**src/sv/weighted_overlap_add_normalizer_macros.svh**
```systemverilog
// Assertion macros for the weighted overlap-add normalizer.
// Used by modules that carry concurrent checks; no other dependencies.
`ifndef WEIGHTED_OVERLAP_ADD_NORMALIZER_MACROS_SVH
`define WEIGHTED_OVERLAP_ADD_NORMALIZER_MACROS_SVH
`ifndef SYNTHESIS
`define WOAN_ASSERT_IMP(lbl, clk, rst_n, ante, cons) \
    lbl: assert property (@(posedge clk) disable iff (!rst_n) (ante) |-> (cons)) \
        else $error("assertion failed");
`define WOAN_ASSERT_NXT(lbl, clk, rst_n, ante, cons) \
    lbl: assert property (@(posedge clk) disable iff (!rst_n) (ante) |=> (cons)) \
        else $error("assertion failed");
`else
`define WOAN_ASSERT_IMP(lbl, clk, rst_n, ante, cons)
`define WOAN_ASSERT_NXT(lbl, clk, rst_n, ante, cons)
`endif
`endif

```
**src/sv/woan_pkg.sv**
```systemverilog
// Shared types and constants for the weighted overlap-add normalizer.
// No dependencies; imported by every module of the block.
package woan_pkg;

    localparam int MAX_LANES   = 8;
    localparam int MAX_FRAMES  = 4096;
    localparam int SAMPLE_BITS = 16;

    localparam int LANE_W       = 3;
    localparam int FRAME_W      = 12;
    localparam int ADDR_W       = LANE_W + FRAME_W;
    localparam int DEPTH        = MAX_LANES * MAX_FRAMES;
    localparam int GAIN_W       = 16;
    localparam int ACC_W        = 40;
    localparam int WSUM_W       = 24;
    localparam int PROD_W       = SAMPLE_BITS + GAIN_W + 1;
    localparam int NUM_W        = ACC_W + 2;
    localparam int Q_W          = SAMPLE_BITS + 2;
    localparam int DIV_CNT_W    = 5;
    localparam int LANES_CFG_W  = 4;
    localparam int FRAMES_CFG_W = 13;
    localparam int CFG_W        = 13;
    localparam int CFG_IDX_W    = 2;

    localparam logic [1:0] MODE_ACC  = 2'd0;
    localparam logic [1:0] MODE_NORM = 2'd1;
    localparam logic [1:0] MODE_CLR  = 2'd2;
    localparam logic [1:0] MODE_NONE = 2'd3;

    localparam logic [1:0] ST_OK    = 2'd0;
    localparam logic [1:0] ST_RANGE = 2'd1;
    localparam logic [1:0] ST_SAT   = 2'd2;

    localparam logic [CFG_IDX_W-1:0] CFG_LANES  = 2'd0;
    localparam logic [CFG_IDX_W-1:0] CFG_FRAMES = 2'd1;
    localparam logic [CFG_IDX_W-1:0] CFG_SHARED = 2'd2;

    localparam logic [WSUM_W-1:0]      UNITY_GAIN = 24'd32768;
    localparam logic [SAMPLE_BITS:0]   POS_LIMIT  = 17'd32767;
    localparam logic [SAMPLE_BITS:0]   NEG_LIMIT  = 17'd32768;
    localparam logic [SAMPLE_BITS-1:0] SAMPLE_MAX = 16'h7FFF;
    localparam logic [SAMPLE_BITS-1:0] SAMPLE_MIN = 16'h8000;

    typedef struct packed {
        logic [1:0]                mode;
        logic [LANE_W-1:0]         lane;
        logic [FRAME_W-1:0]        frame;
        logic signed [SAMPLE_BITS-1:0] sample;
        logic [GAIN_W-1:0]         gain;
    } t_in_item;

    typedef struct packed {
        logic signed [SAMPLE_BITS-1:0] value;
        logic [1:0]                    status;
    } t_out_item;

    typedef struct packed {
        logic sweep;
        logic load_item;
        logic mem_rd;
        logic exec;
        logic div_step;
        logic load_out;
    } t_dp_cmd;

    typedef struct packed {
        logic sweep_last;
        logic need_div;
        logic div_last;
        logic out_busy;
    } t_dp_sts;

endpackage

```
**src/sv/woan_ctrl.sv**
```systemverilog
// Controller: sequences reset sweep, memory read, update, divide and output load.
// Depends on woan_pkg and the assertion macro header.
`include "weighted_overlap_add_normalizer_macros.svh"
module woan_ctrl import woan_pkg::*; (
    input  logic    i_clk,
    input  logic    i_rst_n,
    input  logic    i_in_valid,
    output logic    o_in_ready,
    input  t_dp_sts i_sts,
    output t_dp_cmd o_cmd
);

    typedef enum logic [2:0] {
        S_CLEAR,
        S_IDLE,
        S_READ,
        S_EXEC,
        S_DIV,
        S_DONE
    } t_state;

    t_state r_state;
    t_state n_state;

    always_comb begin
        n_state = r_state;
        case (r_state)
            S_CLEAR: if (i_sts.sweep_last) n_state = S_IDLE;
            S_IDLE:  if (i_in_valid) n_state = S_READ;
            S_READ:  n_state = S_EXEC;
            S_EXEC:  n_state = i_sts.need_div ? S_DIV : S_DONE;
            S_DIV:   if (i_sts.div_last) n_state = S_DONE;
            S_DONE:  if (!i_sts.out_busy) n_state = S_IDLE;
            default: n_state = S_CLEAR;
        endcase
    end

    always_ff @(posedge i_clk) begin
        if (!i_rst_n) begin
            r_state <= S_CLEAR;
        end else begin
            r_state <= n_state;
        end
    end

    assign o_in_ready      = r_state == S_IDLE;
    assign o_cmd.sweep     = r_state == S_CLEAR;
    assign o_cmd.load_item = (r_state == S_IDLE) && i_in_valid;
    assign o_cmd.mem_rd    = r_state == S_READ;
    assign o_cmd.exec      = r_state == S_EXEC;
    assign o_cmd.div_step  = r_state == S_DIV;
    assign o_cmd.load_out  = (r_state == S_DONE) && !i_sts.out_busy;

    `WOAN_ASSERT_NXT(a_accept_reads, i_clk, i_rst_n, i_in_valid && o_in_ready, r_state == S_READ)
    `WOAN_ASSERT_NXT(a_div_ends, i_clk, i_rst_n, r_state == S_DIV && i_sts.div_last, r_state == S_DONE)
    `WOAN_ASSERT_IMP(a_sweep_done, i_clk, i_rst_n, r_state == S_IDLE && $past(r_state == S_CLEAR), $past(i_sts.sweep_last))

endmodule

```
**config.mk**
```make
export PLATFORM = sky130hd
export DESIGN_NAME = woan_ctrl
export DESIGN_NICKNAME = d
export VERILOG_FILES = /design/src/sv/woan_pkg.sv /design/src/sv/woan_ctrl.sv
export VERILOG_INCLUDE_DIRS = /design/src /design/src/sv
export SDC_FILE = /design/constraint.sdc
export NUM_CORES = 1
export LEC_CHECK = 0
export BUFFER_PORTS_ARGS = -buffer_cell sky130_fd_sc_hd__buf_2
export CAP_MARGIN = 5
export CORE_AREA = 3 3 40 42
export CTS_BUF_LIST = sky130_fd_sc_hd__clkbuf_16
export CTS_CLUSTER_DIAMETER = 120
export DETAILED_ROUTE_END_ITERATION = 10
export DIE_AREA = 0 0 43 45
export PLACE_DENSITY_LB_ADDON = 0.1
export SETUP_SLACK_MARGIN = 0.15
export SLEW_MARGIN = 40
export SYNTH_ARGS = -nofsm -noshare
export SYNTH_HDL_FRONTEND = slang
export SYNTH_SLANG_ARGS = --single-unit
```
**constraint.sdc**
```tcl
create_clock -name i_clk -period 2.4 [get_ports i_clk]
set_input_delay 0 -clock i_clk [delete_from_list [all_inputs] [get_ports i_clk]]
set_output_delay 0 -clock i_clk [all_outputs]
set_load 0.01 [all_outputs]
```
; Yosys cells after proc, flatten, opt, wreduce, memory -nomap -nowiden
; Index checks and enable logic that the tools add are counted.
[word_totals]
register_bits = 3
out_inout_bits = 7
input_bits = 7
latchBits = 0
ramBits = 0
mem_bits_ro = 0
elab_cells = 21
mem_count = 0
[op_classes]
div = 0
n_lt_le_gt_ge = 0
eq_ne = 9
addsub = 0
reduce_logical = 5
shifts = 0
mux = 6
n_bitwise = 0
multipliers = 0
[ops]
columns = cell, n
row1 = $pmux 3 s6, 1
row2 = $mux 3, 4
row3 = $ne 2x2->1 const B, 4
row4 = $eq 3x2->1 const B, 2
row5 = $eq 3x3->1 const B, 2
row6 = $reduce_and 4->1, 1
row7 = $eq 3x1->1 const B, 1
row8 = $logic_not 3->1, 1
row9 = $logic_and 1x1->1, 2
row10 = $logic_not 1->1, 1
row11 = $mux 1, 1

; Depth between registers and ports, before layout
[depth]
word_depth = 3
depth_mapped = 4
depth_no_buf = 3

; Worst setup path after synthesis
; OpenSTA, ideal clock, no wires.
[synth_path]
kind = register to register
startpoint = reg r_state[2]
endpoint = reg r_state[2]
period_less_slack_ns = 0.993
slack_ns = 1.407
stages_incl_launch_ff = 5
path_buffers = 1
setup_ns = 0.058
t_arrival_ns = 0.935
t_required_ns = 2.342
cell_sequence = dfxtp_1 buf_4 nand2b_1 nor2_1 o21a_1
[synth_rtl]
columns = item, line_no
row1 = start: declaration, woan_ctrl.sv:22  ; t_state r_state;
row2 = start signal: assignment, woan_ctrl.sv:42  ; r_state <= n_state;

==> impl_metrics.toml <==
[final_layout]
area_growth_pct = 73.6
register_area_sq_um = 60.1
largest_reg_flops = 3
multiInputGateArea_sq_um = 120
n_antenna_cell = 0
largest_register = "r_state"
post_route_cells_drive_above_1_share_pct = 36.4
nNetsFinal = 52
fillCellCount = 164
reg_top3 = "r_state x3"

[route]
drt_iter0_markers = 1
routed_wl_microns = 631
dr.pass1.iters = 2
final_antenna_net_count = 0
wl_per_cell_microns = 10.7
vias = 237
viasPerCell = 4.02
drc = 0

[sta]
max_freq_mhz = 861
clock_skew_ns = 0.00153
holdWs_ns = 0.0158
min_period_ns = 1.16
fin_crit_sh_pct = 48.4
setup_viol = 0
slew-limit-headroom_pct = 78.4
rsz0062_at_grt = "false"
tns_ns = 0
worstMarginPinSlew_ns = 0.324
hold_viol = 0
finalMaxSlewViolations = 0

[synthesis]
ys_seq_elements = 3
syn-num-nets = 36
yosysSeqAreaShare_pct = 29.4
post-synth-top-count-cell = "nor2_1"
ys_async_sr_fraction_pct = 0
avgSynthCellArea_sq_um = 7.03
yosys.area.top_type = "dfxtp_1"
synth_area_leaders = "dfxtp_1 (29%), nand2b_1 (9.2%), nor3_1 (7.4%), nor2_1 (7.4%), inv_1 (5.5%)"
synthCells = 29
synth_cell_type_count = 15
synth_edf_count = 0
synth.cell_area_sq_um = 204
yosysWarnings = 0
synth.top_cell.area_share_pct = 29.4
synth_flop_cell = "dfxtp_1"

[clock_tree]
htreeDepth = 1
cts_buffers = 3
clock-sinks = 3
post_cts_resized = 0
hold_buffers = 0
cts_tree = "built"
clock_latency_ns = 0.23
cts_buffer_depth = 2
clk_pin_slew_ns = 0.03
cts_root_buf = "clkbuf_16"
post-cts-setup-buffers = 0

[global_route]
grt.overflow.total = 0
grt_pass1_vias = 237
grt_max_degree = 10
grt_pass1_wl_microns = 972
antenna_found_initial = 0
grt_usage_pct = 7.49

[worst_setup_path]
arrival_ns = 1.16
crit_path_start = "r_state[0]"
setup.worst_path.class = "flop to output port"
rr_worst_depth = 3
required_ns = 2.40
start_kind = "flop"
rrSetupSlack_ns = 1.36
endpoint_kind = "output port"
r2r-end = "r_state[0]"
path_max_fanout = 9
worstReg2RegStart = "r_state[2]"

[pwr]
p_leak_nw = 0.187
irDropWorstVdd_mv = 0.249
p_per_area_nw_per_um2 = 1020

[floorplanning]
die_x_microns = 43
fp-row-count = 13
core_area_sq_um = 1280
ioPinCount = 14
start_util_pct = 15.9
die-area_sq_um = 1940
fp.dieH_microns = 45

[min_path]
hold_start = "i_rst_n"
worstHoldEndpoint = "r_state[2]"
hold_depth = 2
holdCritPathClass = "primary input to flop"

[place]
hpwl_microns = 473
gp_congestion = 0.728
port_buffers = 13

[run]
maxCapViolations = 0

[run_status]
status = "complete, no violations"
-- cell usage in the layout, fill, tap and decap left out --
master	n
mux2i_1	1
nand2b_1	3
inv_1	4
nor3_1	3
clkbuf_16	3
o21a_1	1
a21oi_1	2
buf_2	13
dfxtp_1	3
and3b_1	1
nor3b_1	1
a211o_1	1
o211ai_1	1
nor2_1	4
nand2_1	3
-- final cells by class --
type | count | area share, %
inverters | 3 | 3.18
multi-input cells | 21 | 33.9
flip-flops and latches | 3 | 17.0
clock inverters | 1 | 1.06
clock buffers | 3 | 21.2
well taps | 15 | 5.30
repair buffers | 13 | 18.4
-- worst max-delay path, stage by stage, from the launching register on --
cell and delay, ns:
dfxtp_1 0.50, nand2b_1 0.14, nor2_1 0.15, buf_2 0.15
-- cells by family after synthesis --
kind of cell           after synthesis  synth area share, %
multiplexers                         1                 4.91
buffers and inverters                5                 11.7
AND/OR/NAND/NOR                     15                 37.4
AO/OA/AOI/OAI                        5                 16.6
flip-flops                           3                 29.4
-- through the flow --
| stage | area (sq um) | cells | total power (W) | utilization, % | worst slack, ns |
|---|---|---|---|---|---|
| floorplan | 204 | 29 | 0.0000846 | - | 1.41 |
| global placement | 275 | 55 | 0.000100 | 21.4 | 1.33 |
| detailed placement | 275 | 55 | 0.000101 | 21.4 | 1.35 |
| CTS | 354 | 59 | 0.000369 | 27.6 | 1.21 |
| global route | 354 | 59 | 0.000379 | 27.6 | 1.16 |
| finish | 354 | 59 | 0.000362 | 27.6 | 1.24 |
-- worst max-delay path by stage --
stage	depth (start not counted)	slack, ns	endpoint
floorplan	4	1.41	r_state[2]
global placement	3	1.33	r_state[0]
detailed placement	3	1.35	r_state[0]
CTS	3	1.21	o_cmd[2]
global route	3	1.16	o_cmd[0]
finish	3	1.24	o_cmd[2]
-- where the power goes --
part,switching [W],internal [W],leakage (nW),total [W]
sequential,0.00000821,0.0000539,0.0246,0.0000621
combinational,0.0000180,0.0000190,0.120,0.0000370
clock,0.0000480,0.000215,0.0423,0.000263
-- metal layers --
metal  wire [microns]  track usage, %
met4               22            10.8
met2              281            10.5
met5                0               0
met3               45            1.59
met1              282            7.95
No activity file was read; power rests on OpenSTA's default activity.
